$ cat src/design/sfv_pkg.sv
// ----------------------------------------------------------------------------
// sfv_pkg
// Types and constants shared by the stream frame validator modules.
// ----------------------------------------------------------------------------
package sfv_pkg;

    localparam int unsigned CFG_DATA_W = 64;
    localparam int unsigned CFG_ADDR_W = 3;

    localparam logic [15:0] ACK_PAYLOAD_BYTES = 16'd8;

    typedef enum logic [0:0] {
        CMD_CHECK   = 1'b0,
        CMD_RESTART = 1'b1
    } sfv_cmd_t;

    typedef enum logic [2:0] {
        FT_REQUEST  = 3'd0,
        FT_RESPONSE = 3'd1,
        FT_DATA     = 3'd2,
        FT_ACK      = 3'd3,
        FT_ERROR    = 3'd4,
        FT_CANCEL   = 3'd5,
        FT_COMPLETE = 3'd6,
        FT_UNKNOWN  = 3'd7
    } sfv_type_t;

    typedef enum logic [2:0] {
        ST_OK       = 3'd0,
        ST_ARGUMENT = 3'd1,
        ST_STATE    = 3'd2,
        ST_SERVICE  = 3'd3,
        ST_FORMAT   = 3'd4,
        ST_SEQUENCE = 3'd5,
        ST_MSGTYPE  = 3'd6,
        ST_LIMIT    = 3'd7
    } sfv_status_t;

    typedef enum logic [CFG_ADDR_W-1:0] {
        REG_STREAM_ARMED  = 3'd0,
        REG_EXP_SERVICE   = 3'd1,
        REG_EXP_REQ_ID    = 3'd2,
        REG_BYTE_BUDGET   = 3'd3,
        REG_CTRL_PAY_MAX  = 3'd4,
        REG_DATA_PAY_MAX  = 3'd5
    } sfv_reg_t;

    typedef struct packed {
        sfv_cmd_t    cmd;
        logic        payload_valid;
        logic [7:0]  frame_service;
        logic [63:0] frame_request_id;
        logic [7:0]  frame_flags;
        logic [31:0] frame_sequence;
        logic [2:0]  frame_type;
        logic [15:0] payload_len;
        logic [31:0] ack_word_first;
        logic [31:0] ack_word_second;
    } sfv_in_t;

    typedef struct packed {
        sfv_status_t status;
        logic        stream_complete;
        logic        stream_failed;
        logic [63:0] bytes_so_far;
        logic [31:0] sequence_expected;
    } sfv_out_t;

    typedef struct packed {
        logic        stream_armed;
        logic [7:0]  expected_service;
        logic [63:0] expected_request_id;
        logic [63:0] byte_budget;
        logic [15:0] control_payload_max;
        logic [15:0] data_payload_max;
    } sfv_cfg_t;

    typedef struct packed {
        logic [63:0] byte_total;
        logic [31:0] next_seq;
        logic        done_flag;
        logic        fail_flag;
    } sfv_state_t;

endpackage

$ cat src/design/stream_frame_validator.sv
// ----------------------------------------------------------------------------
// stream_frame_validator
// Validates frame headers of one request stream against configured values
// and keeps the byte total, expected sequence and completion/failure flags.
//
//   channel  dir  handshake              payload
//   s_       in   s_valid / s_ready      sfv_in_t  (one frame or restart)
//   m_       out  m_valid / m_ready      sfv_out_t (status and stream state)
//   cfg_     in   cfg_we, no wait        cfg_addr, cfg_wdata
//
// One request per cycle sustained while the result is not stalled; the result
// passes through the input register, then the result register.
// Checks and the state update run in one pass between the two registers.
// A stalled result holds the result register and the request behind it.
// Synchronous active-low reset clears the stream state, valid flags and config.
// ----------------------------------------------------------------------------
module stream_frame_validator (
    input  logic                           aclk,
    input  logic                           aresetn,
    input  logic                           s_valid,
    output logic                           s_ready,
    input  sfv_pkg::sfv_in_t               s_data,
    output logic                           m_valid,
    input  logic                           m_ready,
    output sfv_pkg::sfv_out_t              m_data,
    input  logic                           cfg_we,
    input  logic [sfv_pkg::CFG_ADDR_W-1:0] cfg_addr,
    input  logic [sfv_pkg::CFG_DATA_W-1:0] cfg_wdata
);
    import sfv_pkg::*;

    sfv_cfg_t    cfg;
    sfv_in_t     in_reg;
    logic        in_valid_reg;
    logic        in_valid_next;
    sfv_out_t    out_reg;
    logic        out_valid_reg;
    logic        out_valid_next;
    sfv_state_t  state_reg;
    sfv_state_t  state_next;
    sfv_status_t chk_status;
    logic        advance;
    logic        s_take;

    sfv_cfg u_cfg (
        .aclk      (aclk),
        .aresetn   (aresetn),
        .cfg_we    (cfg_we),
        .cfg_addr  (cfg_addr),
        .cfg_wdata (cfg_wdata),
        .cfg       (cfg)
    );

    sfv_check u_check (
        .req        (in_reg),
        .cfg        (cfg),
        .state      (state_reg),
        .status     (chk_status),
        .state_next (state_next)
    );

    assign advance        = in_valid_reg && (!out_valid_reg || m_ready);
    assign s_ready        = !in_valid_reg || advance;
    assign s_take         = s_valid && s_ready;
    assign in_valid_next  = s_take || (in_valid_reg && !advance);
    assign out_valid_next = advance || (out_valid_reg && !m_ready);

    always_ff @(posedge aclk) begin
        if (!aresetn) begin
            in_valid_reg  <= 1'b0;
            out_valid_reg <= 1'b0;
            state_reg     <= '0;
        end else begin
            in_valid_reg  <= in_valid_next;
            out_valid_reg <= out_valid_next;
            if (advance) begin
                state_reg <= state_next;
            end
        end
    end

    always_ff @(posedge aclk) begin
        if (s_take) begin
            in_reg <= s_data;
        end
        if (advance) begin
            out_reg.status            <= (in_reg.cmd == CMD_RESTART) ? ST_OK : chk_status;
            out_reg.stream_complete   <= state_next.done_flag;
            out_reg.stream_failed     <= state_next.fail_flag;
            out_reg.bytes_so_far      <= state_next.byte_total;
            out_reg.sequence_expected <= state_next.next_seq;
        end
    end

    assign m_valid = out_valid_reg;
    assign m_data  = out_reg;

`ifndef ASSERT_OFF
    a_fail_sticky: assert property (@(posedge aclk) disable iff (!aresetn)
        state_reg.fail_flag && !(advance && in_reg.cmd == CMD_RESTART) |=> state_reg.fail_flag)
        else $error("failure flag dropped without a restart");

    a_ready_when_empty: assert property (@(posedge aclk) disable iff (!aresetn)
        !out_valid_reg |-> s_ready)
        else $error("input stalled with an empty result register");

    a_total_adds: assert property (@(posedge aclk) disable iff (!aresetn)
        advance && in_reg.cmd == CMD_CHECK && chk_status == ST_OK
        |=> state_reg.byte_total == $past(state_reg.byte_total) + 64'($past(in_reg.payload_len)))
        else $error("byte total not advanced by the payload length");

    a_seq_no_wrap: assert property (@(posedge aclk) disable iff (!aresetn)
        advance && in_reg.cmd == CMD_CHECK && chk_status == ST_OK |=> state_reg.next_seq != 32'd0)
        else $error("expected sequence wrapped");
`endif

endmodule

$ cat src/design/sfv_cfg.sv
// ----------------------------------------------------------------------------
// sfv_cfg
// Configuration register file, written through a plain write port.
// ----------------------------------------------------------------------------
module sfv_cfg (
    input  logic                              aclk,
    input  logic                              aresetn,
    input  logic                              cfg_we,
    input  logic [sfv_pkg::CFG_ADDR_W-1:0]    cfg_addr,
    input  logic [sfv_pkg::CFG_DATA_W-1:0]    cfg_wdata,
    output sfv_pkg::sfv_cfg_t                 cfg
);
    import sfv_pkg::*;

    sfv_cfg_t cfg_reg;
    sfv_cfg_t cfg_next;

    always_comb begin
        cfg_next = cfg_reg;
        if (cfg_we) begin
            unique case (sfv_reg_t'(cfg_addr))
                REG_STREAM_ARMED: cfg_next.stream_armed        = cfg_wdata[0];
                REG_EXP_SERVICE:  cfg_next.expected_service    = cfg_wdata[7:0];
                REG_EXP_REQ_ID:   cfg_next.expected_request_id = cfg_wdata;
                REG_BYTE_BUDGET:  cfg_next.byte_budget         = cfg_wdata;
                REG_CTRL_PAY_MAX: cfg_next.control_payload_max = cfg_wdata[15:0];
                REG_DATA_PAY_MAX: cfg_next.data_payload_max    = cfg_wdata[15:0];
                default: begin
                    cfg_next = cfg_reg;
                end
            endcase
        end
    end

    always_ff @(posedge aclk) begin
        if (!aresetn) begin
            cfg_reg <= '0;
        end else begin
            cfg_reg <= cfg_next;
        end
    end

    assign cfg = cfg_reg;

endmodule

$ cat src/design/sfv_check.sv
// ----------------------------------------------------------------------------
// sfv_check
// Header checks for one request and the stream state it leaves behind.
// ----------------------------------------------------------------------------
module sfv_check (
    input  sfv_pkg::sfv_in_t     req,
    input  sfv_pkg::sfv_cfg_t    cfg,
    input  sfv_pkg::sfv_state_t  state,
    output sfv_pkg::sfv_status_t status,
    output sfv_pkg::sfv_state_t  state_next
);
    import sfv_pkg::*;

    sfv_status_t type_status;
    logic        terminal;
    logic        seq_bad;
    logic        over_budget;
    logic [64:0] byte_sum;
    logic        fail_set;
    logic        pass;

    always_comb begin
        terminal    = 1'b0;
        type_status = ST_OK;
        unique case (sfv_type_t'(req.frame_type))
            FT_REQUEST, FT_RESPONSE: begin
                type_status = (req.payload_len <= cfg.control_payload_max) ? ST_OK : ST_LIMIT;
            end
            FT_DATA: begin
                type_status = (req.payload_len <= cfg.data_payload_max) ? ST_OK : ST_LIMIT;
            end
            FT_ACK: begin
                if (req.payload_len != ACK_PAYLOAD_BYTES || req.ack_word_first == 32'd0 ||
                    req.ack_word_second == 32'd0) begin
                    type_status = ST_FORMAT;
                end
            end
            FT_ERROR: begin
                terminal    = 1'b1;
                type_status = (req.payload_len <= cfg.control_payload_max) ? ST_OK : ST_LIMIT;
            end
            FT_CANCEL, FT_COMPLETE: begin
                terminal    = 1'b1;
                type_status = (req.payload_len == 16'd0) ? ST_OK : ST_FORMAT;
            end
            FT_UNKNOWN: begin
                type_status = ST_MSGTYPE;
            end
        endcase
    end

    assign seq_bad     = (req.frame_sequence != state.next_seq) || (&state.next_seq);
    assign byte_sum    = {1'b0, state.byte_total} + {49'd0, req.payload_len};
    assign over_budget = byte_sum > {1'b0, cfg.byte_budget};

    always_comb begin
        status   = ST_OK;
        fail_set = 1'b0;
        pass     = 1'b0;
        priority if (!req.payload_valid) begin
            status = ST_ARGUMENT;
        end else if (!cfg.stream_armed || state.fail_flag) begin
            status = ST_STATE;
        end else if (state.done_flag) begin
            status   = ST_STATE;
            fail_set = 1'b1;
        end else if (req.frame_service != cfg.expected_service) begin
            status   = ST_SERVICE;
            fail_set = 1'b1;
        end else if (req.frame_request_id != cfg.expected_request_id) begin
            status   = ST_STATE;
            fail_set = 1'b1;
        end else if (req.frame_flags != 8'd0) begin
            status   = ST_FORMAT;
            fail_set = 1'b1;
        end else if (seq_bad) begin
            status   = ST_SEQUENCE;
            fail_set = 1'b1;
        end else if (type_status != ST_OK) begin
            status   = type_status;
            fail_set = 1'b1;
        end else if (over_budget) begin
            status   = ST_LIMIT;
            fail_set = 1'b1;
        end else begin
            pass = 1'b1;
        end
    end

    always_comb begin
        state_next = state;
        unique case (req.cmd)
            CMD_RESTART: begin
                if (cfg.stream_armed) begin
                    state_next = '0;
                end
            end
            CMD_CHECK: begin
                if (pass) begin
                    state_next.byte_total = byte_sum[63:0];
                    state_next.next_seq   = state.next_seq + 32'd1;
                    state_next.done_flag  = terminal;
                end
                if (fail_set) begin
                    state_next.fail_flag = 1'b1;
                end
            end
        endcase
    end

endmodule
$ cat config.mk
export PLATFORM = sky130hd
export DESIGN_NAME = stream_frame_validator
export DESIGN_NICKNAME = d
export VERILOG_FILES = /design/src/design/sfv_pkg.sv /design/src/design/stream_frame_validator.sv /design/src/design/sfv_cfg.sv /design/src/design/sfv_check.sv
export SDC_FILE = /design/constraint.sdc
export NUM_CORES = 1
export LEC_CHECK = 0
export BUFFER_PORTS_ARGS = -buffer_cell sky130_fd_sc_hd__buf_2
export CAP_MARGIN = 25
export CORE_ASPECT_RATIO = 0.7
export CORE_UTILIZATION = 52
export CTS_CLUSTER_DIAMETER = 100
export CTS_CLUSTER_SIZE = 14
export DETAILED_ROUTE_END_ITERATION = 16
export MAX_ROUTING_LAYER = met4
export PLACE_DENSITY = 0.75
export SYNTH_ARGS = -nofsm -noshare
export SYNTH_HDL_FRONTEND = slang
export SYNTH_SLANG_ARGS = --single-unit
$ cat constraint.sdc
create_clock -name aclk -period 6.88 [get_ports aclk]
set_clock_uncertainty 0.2 [all_clocks]
set_input_delay 1.376 -clock aclk [delete_from_list [all_inputs] [get_ports aclk]]
set_output_delay 1.376 -clock aclk [all_outputs]
set_load 0.02 [all_outputs]
; Yosys cells after proc, flatten, opt, wreduce, memory -nomap -nowiden
; Cells that the tools add are included.
; W data, S select, Z words.
[op_classes]
add_sub_neg = 2
multipliers = 0
div_mod_pow = 0
n_lt_le_gt_ge = 3
eq_ne = 16
shifts = 0
mux = 37
n_bitwise = 2
reduce_logical = 36
[ops]
columns = cell, count
row1 = $pmux W98 S2, 1
row2 = $mux W98, 1
row3 = $mux W97, 1
row4 = $add A64 B16 Y65, 1
row5 = $gt A65 B64 Y1, 1
row6 = $logic_not A32 Y1, 2
row7 = $ne A64 B64 Y1, 1
row8 = $add A32 B1 Y32 const B, 1
row9 = $le A16 B16 Y1, 2
row10 = $ne A32 B32 Y1, 1
row11 = $reduce_and A32 Y1, 1
row12 = $mux W3, 8
row13 = $mux W1, 21
row14 = $eq A3 B3 Y1 const B, 6
row15 = $logic_not A16 Y1, 1
row16 = $ne A16 B4 Y1 const B, 1
row17 = $pmux W3 S5, 1
row18 = $eq A3 B2 Y1 const B, 4
row19 = $reduce_and A2 Y1, 6
row20 = $logic_or A1 B1 Y1, 8
row21 = $mux W2, 4
row22 = $ne A8 B8 Y1, 1
row23 = $reduce_bool A8 Y1, 1
row24 = $eq A3 B1 Y1 const B, 2
row25 = 8 further kinds, 19
[totals]
regBits = 567
latch_bits = 0
mem_bits_rw = 0
mem_bits_ro = 0
input_bits = 269
out_inout_bits = 103
word_cells = 125
n_memories = 0

; Longest topological paths before layout
[logic_depth]
word_depth = 16
ltp_mapped = 26
depth_no_buf = 22

; Modules after synthesis
; Synthesis repeated with hierarchy kept, for this count alone.
[unflattened]
hier_cells = 2543
hier_area_um2 = 27234.9
[by_module_without_submodules]
columns = module, n_inst, cells_per_inst, area_per_inst_um2, seq_area_each_um2
row1 = stream_frame_validator, 1, 735, 12934.9, 10950.5
row2 = sfv_check, 1, 1186, 7948.9, 0.0
row3 = sfv_cfg, 1, 622, 6351.1, 3383.2

; Least setup slack after synthesis
; Ideal clock, no wire load.
[synth_path]
path_kind = input port to flip-flop
start = in m_ready
end = reg in_reg[0] in the netlist's numbering, enable pin
setup_time_ns = 0.582
t_arrival_ns = 6.158
required_time_ns = 6.098
path_slack_ns = -0.060
cell_stages = 3
path_buffers = 0
cell_sequence = nor2b_1 > nand2_1 > and2_1
[synth_via]
elab_chain_cells = 4
[synth_lines]
columns = element, line
row1 = "start, declared", stream_frame_validator.sv:24  ; input logic m_ready,
row2 = $logic_or A1 B1 Y1, stream_frame_validator.sv:62  ; assign advance = in_valid_reg && (!out_valid_reg || m_ready);
row3 = $logic_and A1 B1 Y1, stream_frame_validator.sv:62
row4 = $logic_or A1 B1 Y1, stream_frame_validator.sv:63  ; assign s_ready = !in_valid_reg || advance;
row5 = net s_ready, stream_frame_validator.sv:21  ; output logic s_ready,
row6 = $logic_and A1 B1 Y1, stream_frame_validator.sv:64  ; assign s_take = s_valid && s_ready;
row7 = net s_take, stream_frame_validator.sv:43  ; logic s_take;
row8 = "end signal, assigned", stream_frame_validator.sv:84  ; in_reg <= s_data;
row9 = "end, declared", stream_frame_validator.sv:33  ; sfv_in_t in_reg;
; The timed path passes the listed nets, and every way through them passes these cells.
; A chain may end at the register's enable or synchronous reset.

==> metrics.txt <==
status=complete, no violations; Synth async-reset ratio=0%; Skew-Pair Late Insertion Delay=600 ps; layout cells sized above 1=16.8%; die extent in y=191 µm; commonest cells in the netlist=474 x nand2_1, 298 x edfxtp_1, 269 x dfxtp_1, 217 x a21oi_1, 151 x inv_1; worst vdd ir=199 µV; relative slew slack=31.6%; Port Buffer Count=371; Worst R2R Start=in_reg[70]$_DFFE_PP_; drt initial violations=2206; CTS hold repair buffers=0; WS Path Type=reg -> reg; Layout area overhead=14.9%; first-pass GRT wire length=116000 µm; Synth cell types=69; WL/cell=20.9 µm; CP max FO=5; mean post-synth cell area=9.97 µm²; register bit count reported by yosys=567; Num CTS Buffers=46; cells after synthesis=2659; TritonRoute pass-1 iters=7; PwrDens=222 nW/µm²; Seq/Total Area, Yosys=54.1%; area leader, netlist=edfxtp_1; Main synth FF type=edfxtp_1; hold crit path type=reg -> reg; final wirelength=76700 µm; Mapped Nets=3042; clock slew at reported path FFs=70 ps; H-tree depth=2; final setup fails=0; initial antenna violation count=2; Remaining DRCs=0; final total power=6.76 mW; Post-DRT Antenna Nets=0; Hold Path Origin=u_cfg.cfg[71]$_SDFFE_PN0P_; Post-Synthesis Cell Area=26500 µm²; post-route minimum period=6550 ps; dpl cell area=29000 µm²; max reg flops=197; Slew Limit Fails=0; Core Footprint=49800 µm²; nets=3358; CP Data Arrival Time=6750 ps; Fin. Hold Viols=0; final worst-path cycle share=95.2%; top post-synthesis cells by area=edfxtp_1 34%, dfxtp_1 20%, nand2_1 6.7%, ha_1 5.3%, a21oi_1 4.1%; # rows=68; Max-Cap Viols=0; TritonCTS clock tree=yes; final design utilization=61.2%; vias in the first global route=20600; Avg Vias per Cell=5.94; Achievable Freq=0.153 GHz; area share of the largest cell type after synthesis=33.7%; post-route cell area=30500 µm²; FILL cells=4156; largest net degree at the start of global routing=131; I/O pin count=372; DIE WIDTH=272 µm; gr usage total=29.8%; Syn. warnings=0; die area=51900 µm²; GPL Wtd Cong=0.968; clock buffer depth=3; Startpoint Class=flop; cell with the most instances after synthesis=nand2_1; WP data required=7080 ps; grt total ovfl=0; Leak=11.6 nW; HPWL after DPL=55100 µm; Vias=21800; Setup crit end kind=flop; CTS Sinks=567; worst-margin pin slew=1030 ps; count of flip-flops with a built-in enable after synthesis=298; Initial Util=53.3%; clock root cell=clkbuf_16; Critical path origin=in_reg[70]$_DFFE_PP_
-- worst max-delay path: stages, from the launching register on --
cell      delay, ps
edfxtp_1        490
ha_1            420
a21oi_1         220
o21ai_0         120
a21oi_1         330
a31oi_2         230
a221o_2         530
nand2_2         170
nor3_1           80
xnor2_1         270
inv_1            90
ha_1            330
nand4_1         200
nor4_2          420
nand3_1         190
o21a_1          220
o21ai_0          90
nand4_1         240
or3_2           620
or4_4           590
o31ai_1         260
-- power by group --
group,leakage (nW),internal [mW],switching (mW)
Clock,0.626,1.26,1.23
Combinational,5.96,0.178,0.334
Sequential,5.01,3.69,0.0657
-- layout make-up --
class                      instances  area (µm²)  area share, %
antenna                            1        2.50        0.00821
multi-input combinational       1791       11100           36.4
tap                              665         832           2.73
clock buffer                      79        1270           4.18
sequential                       567       14300           47.0
timing repair buffer             416        2300           7.54
inverter                         153         582           1.91
clock inverter                     4        42.5          0.140
-- layout by cell type (no fill, tap or decap), types with 57 or more instances in the layout --
cell,n
nand3_1,104
inv_1,150
xor2_1,116
nor4_1,57
ha_1,113
edfxtp_1,298
nor2_1,74
o21ai_0,83
a21oi_1,216
nand4_1,69
dfxtp_1,269
nand2_1,472
buf_2,371
-- what timing repair did --
item | CTS | global route
resized for setup | 0 | 12
setup endpoints to repair | 0 | 179
setup buffers | 0 | 1
-- logic make-up after synthesis --
logic type,count (synthesis),synth area share (%)
flip-flops,567,54.1
buffers and inverters,301,4.45
XOR/XNOR,164,5.42
AO/OA/AOI/OAI,528,12.5
adder cells (fa/ha/maj),114,5.41
multiplexers,20,0.764
AND/OR/NAND/NOR,965,17.4
-- per-stage QoR --
| stage | hold slack, ps | worst slack (ps) | instances | TNS (ps) |
|---|---|---|---|---|
| floorplan | 236 | 1060 | 2659 | 0 |
| global placement | 246 | 236 | 3589 | 0 |
| detailed placement | 247 | 110 | 3589 | 0 |
| CTS | 257 | 71.4 | 3672 | 0 |
| global route | 273 | -31.0 | 3676 | -42.8 |
| finish | 253 | 332 | 3676 | 0 |
-- final timing paths --
kind,endpoint,slack (ps),depth (start not counted)
min,u_cfg.cfg[71]$_SDFFE_PN0P_,250,2
max reg2reg,m_data[27]$_DFFE_PP_,330,20
min reg2reg,u_cfg.cfg[71]$_SDFFE_PN0P_,250,2
max,m_data[27]$_DFFE_PP_,330,20
-- layer usage --
layer / routed length [µm] / global-route usage (%)
met1: 33000 / 41.3
met2: 34600 / 45.0
met3: 6780 / 4.72
met4: 2280 / 9.16
met5: 0 / -
Power figures use the tool's default switching activity.
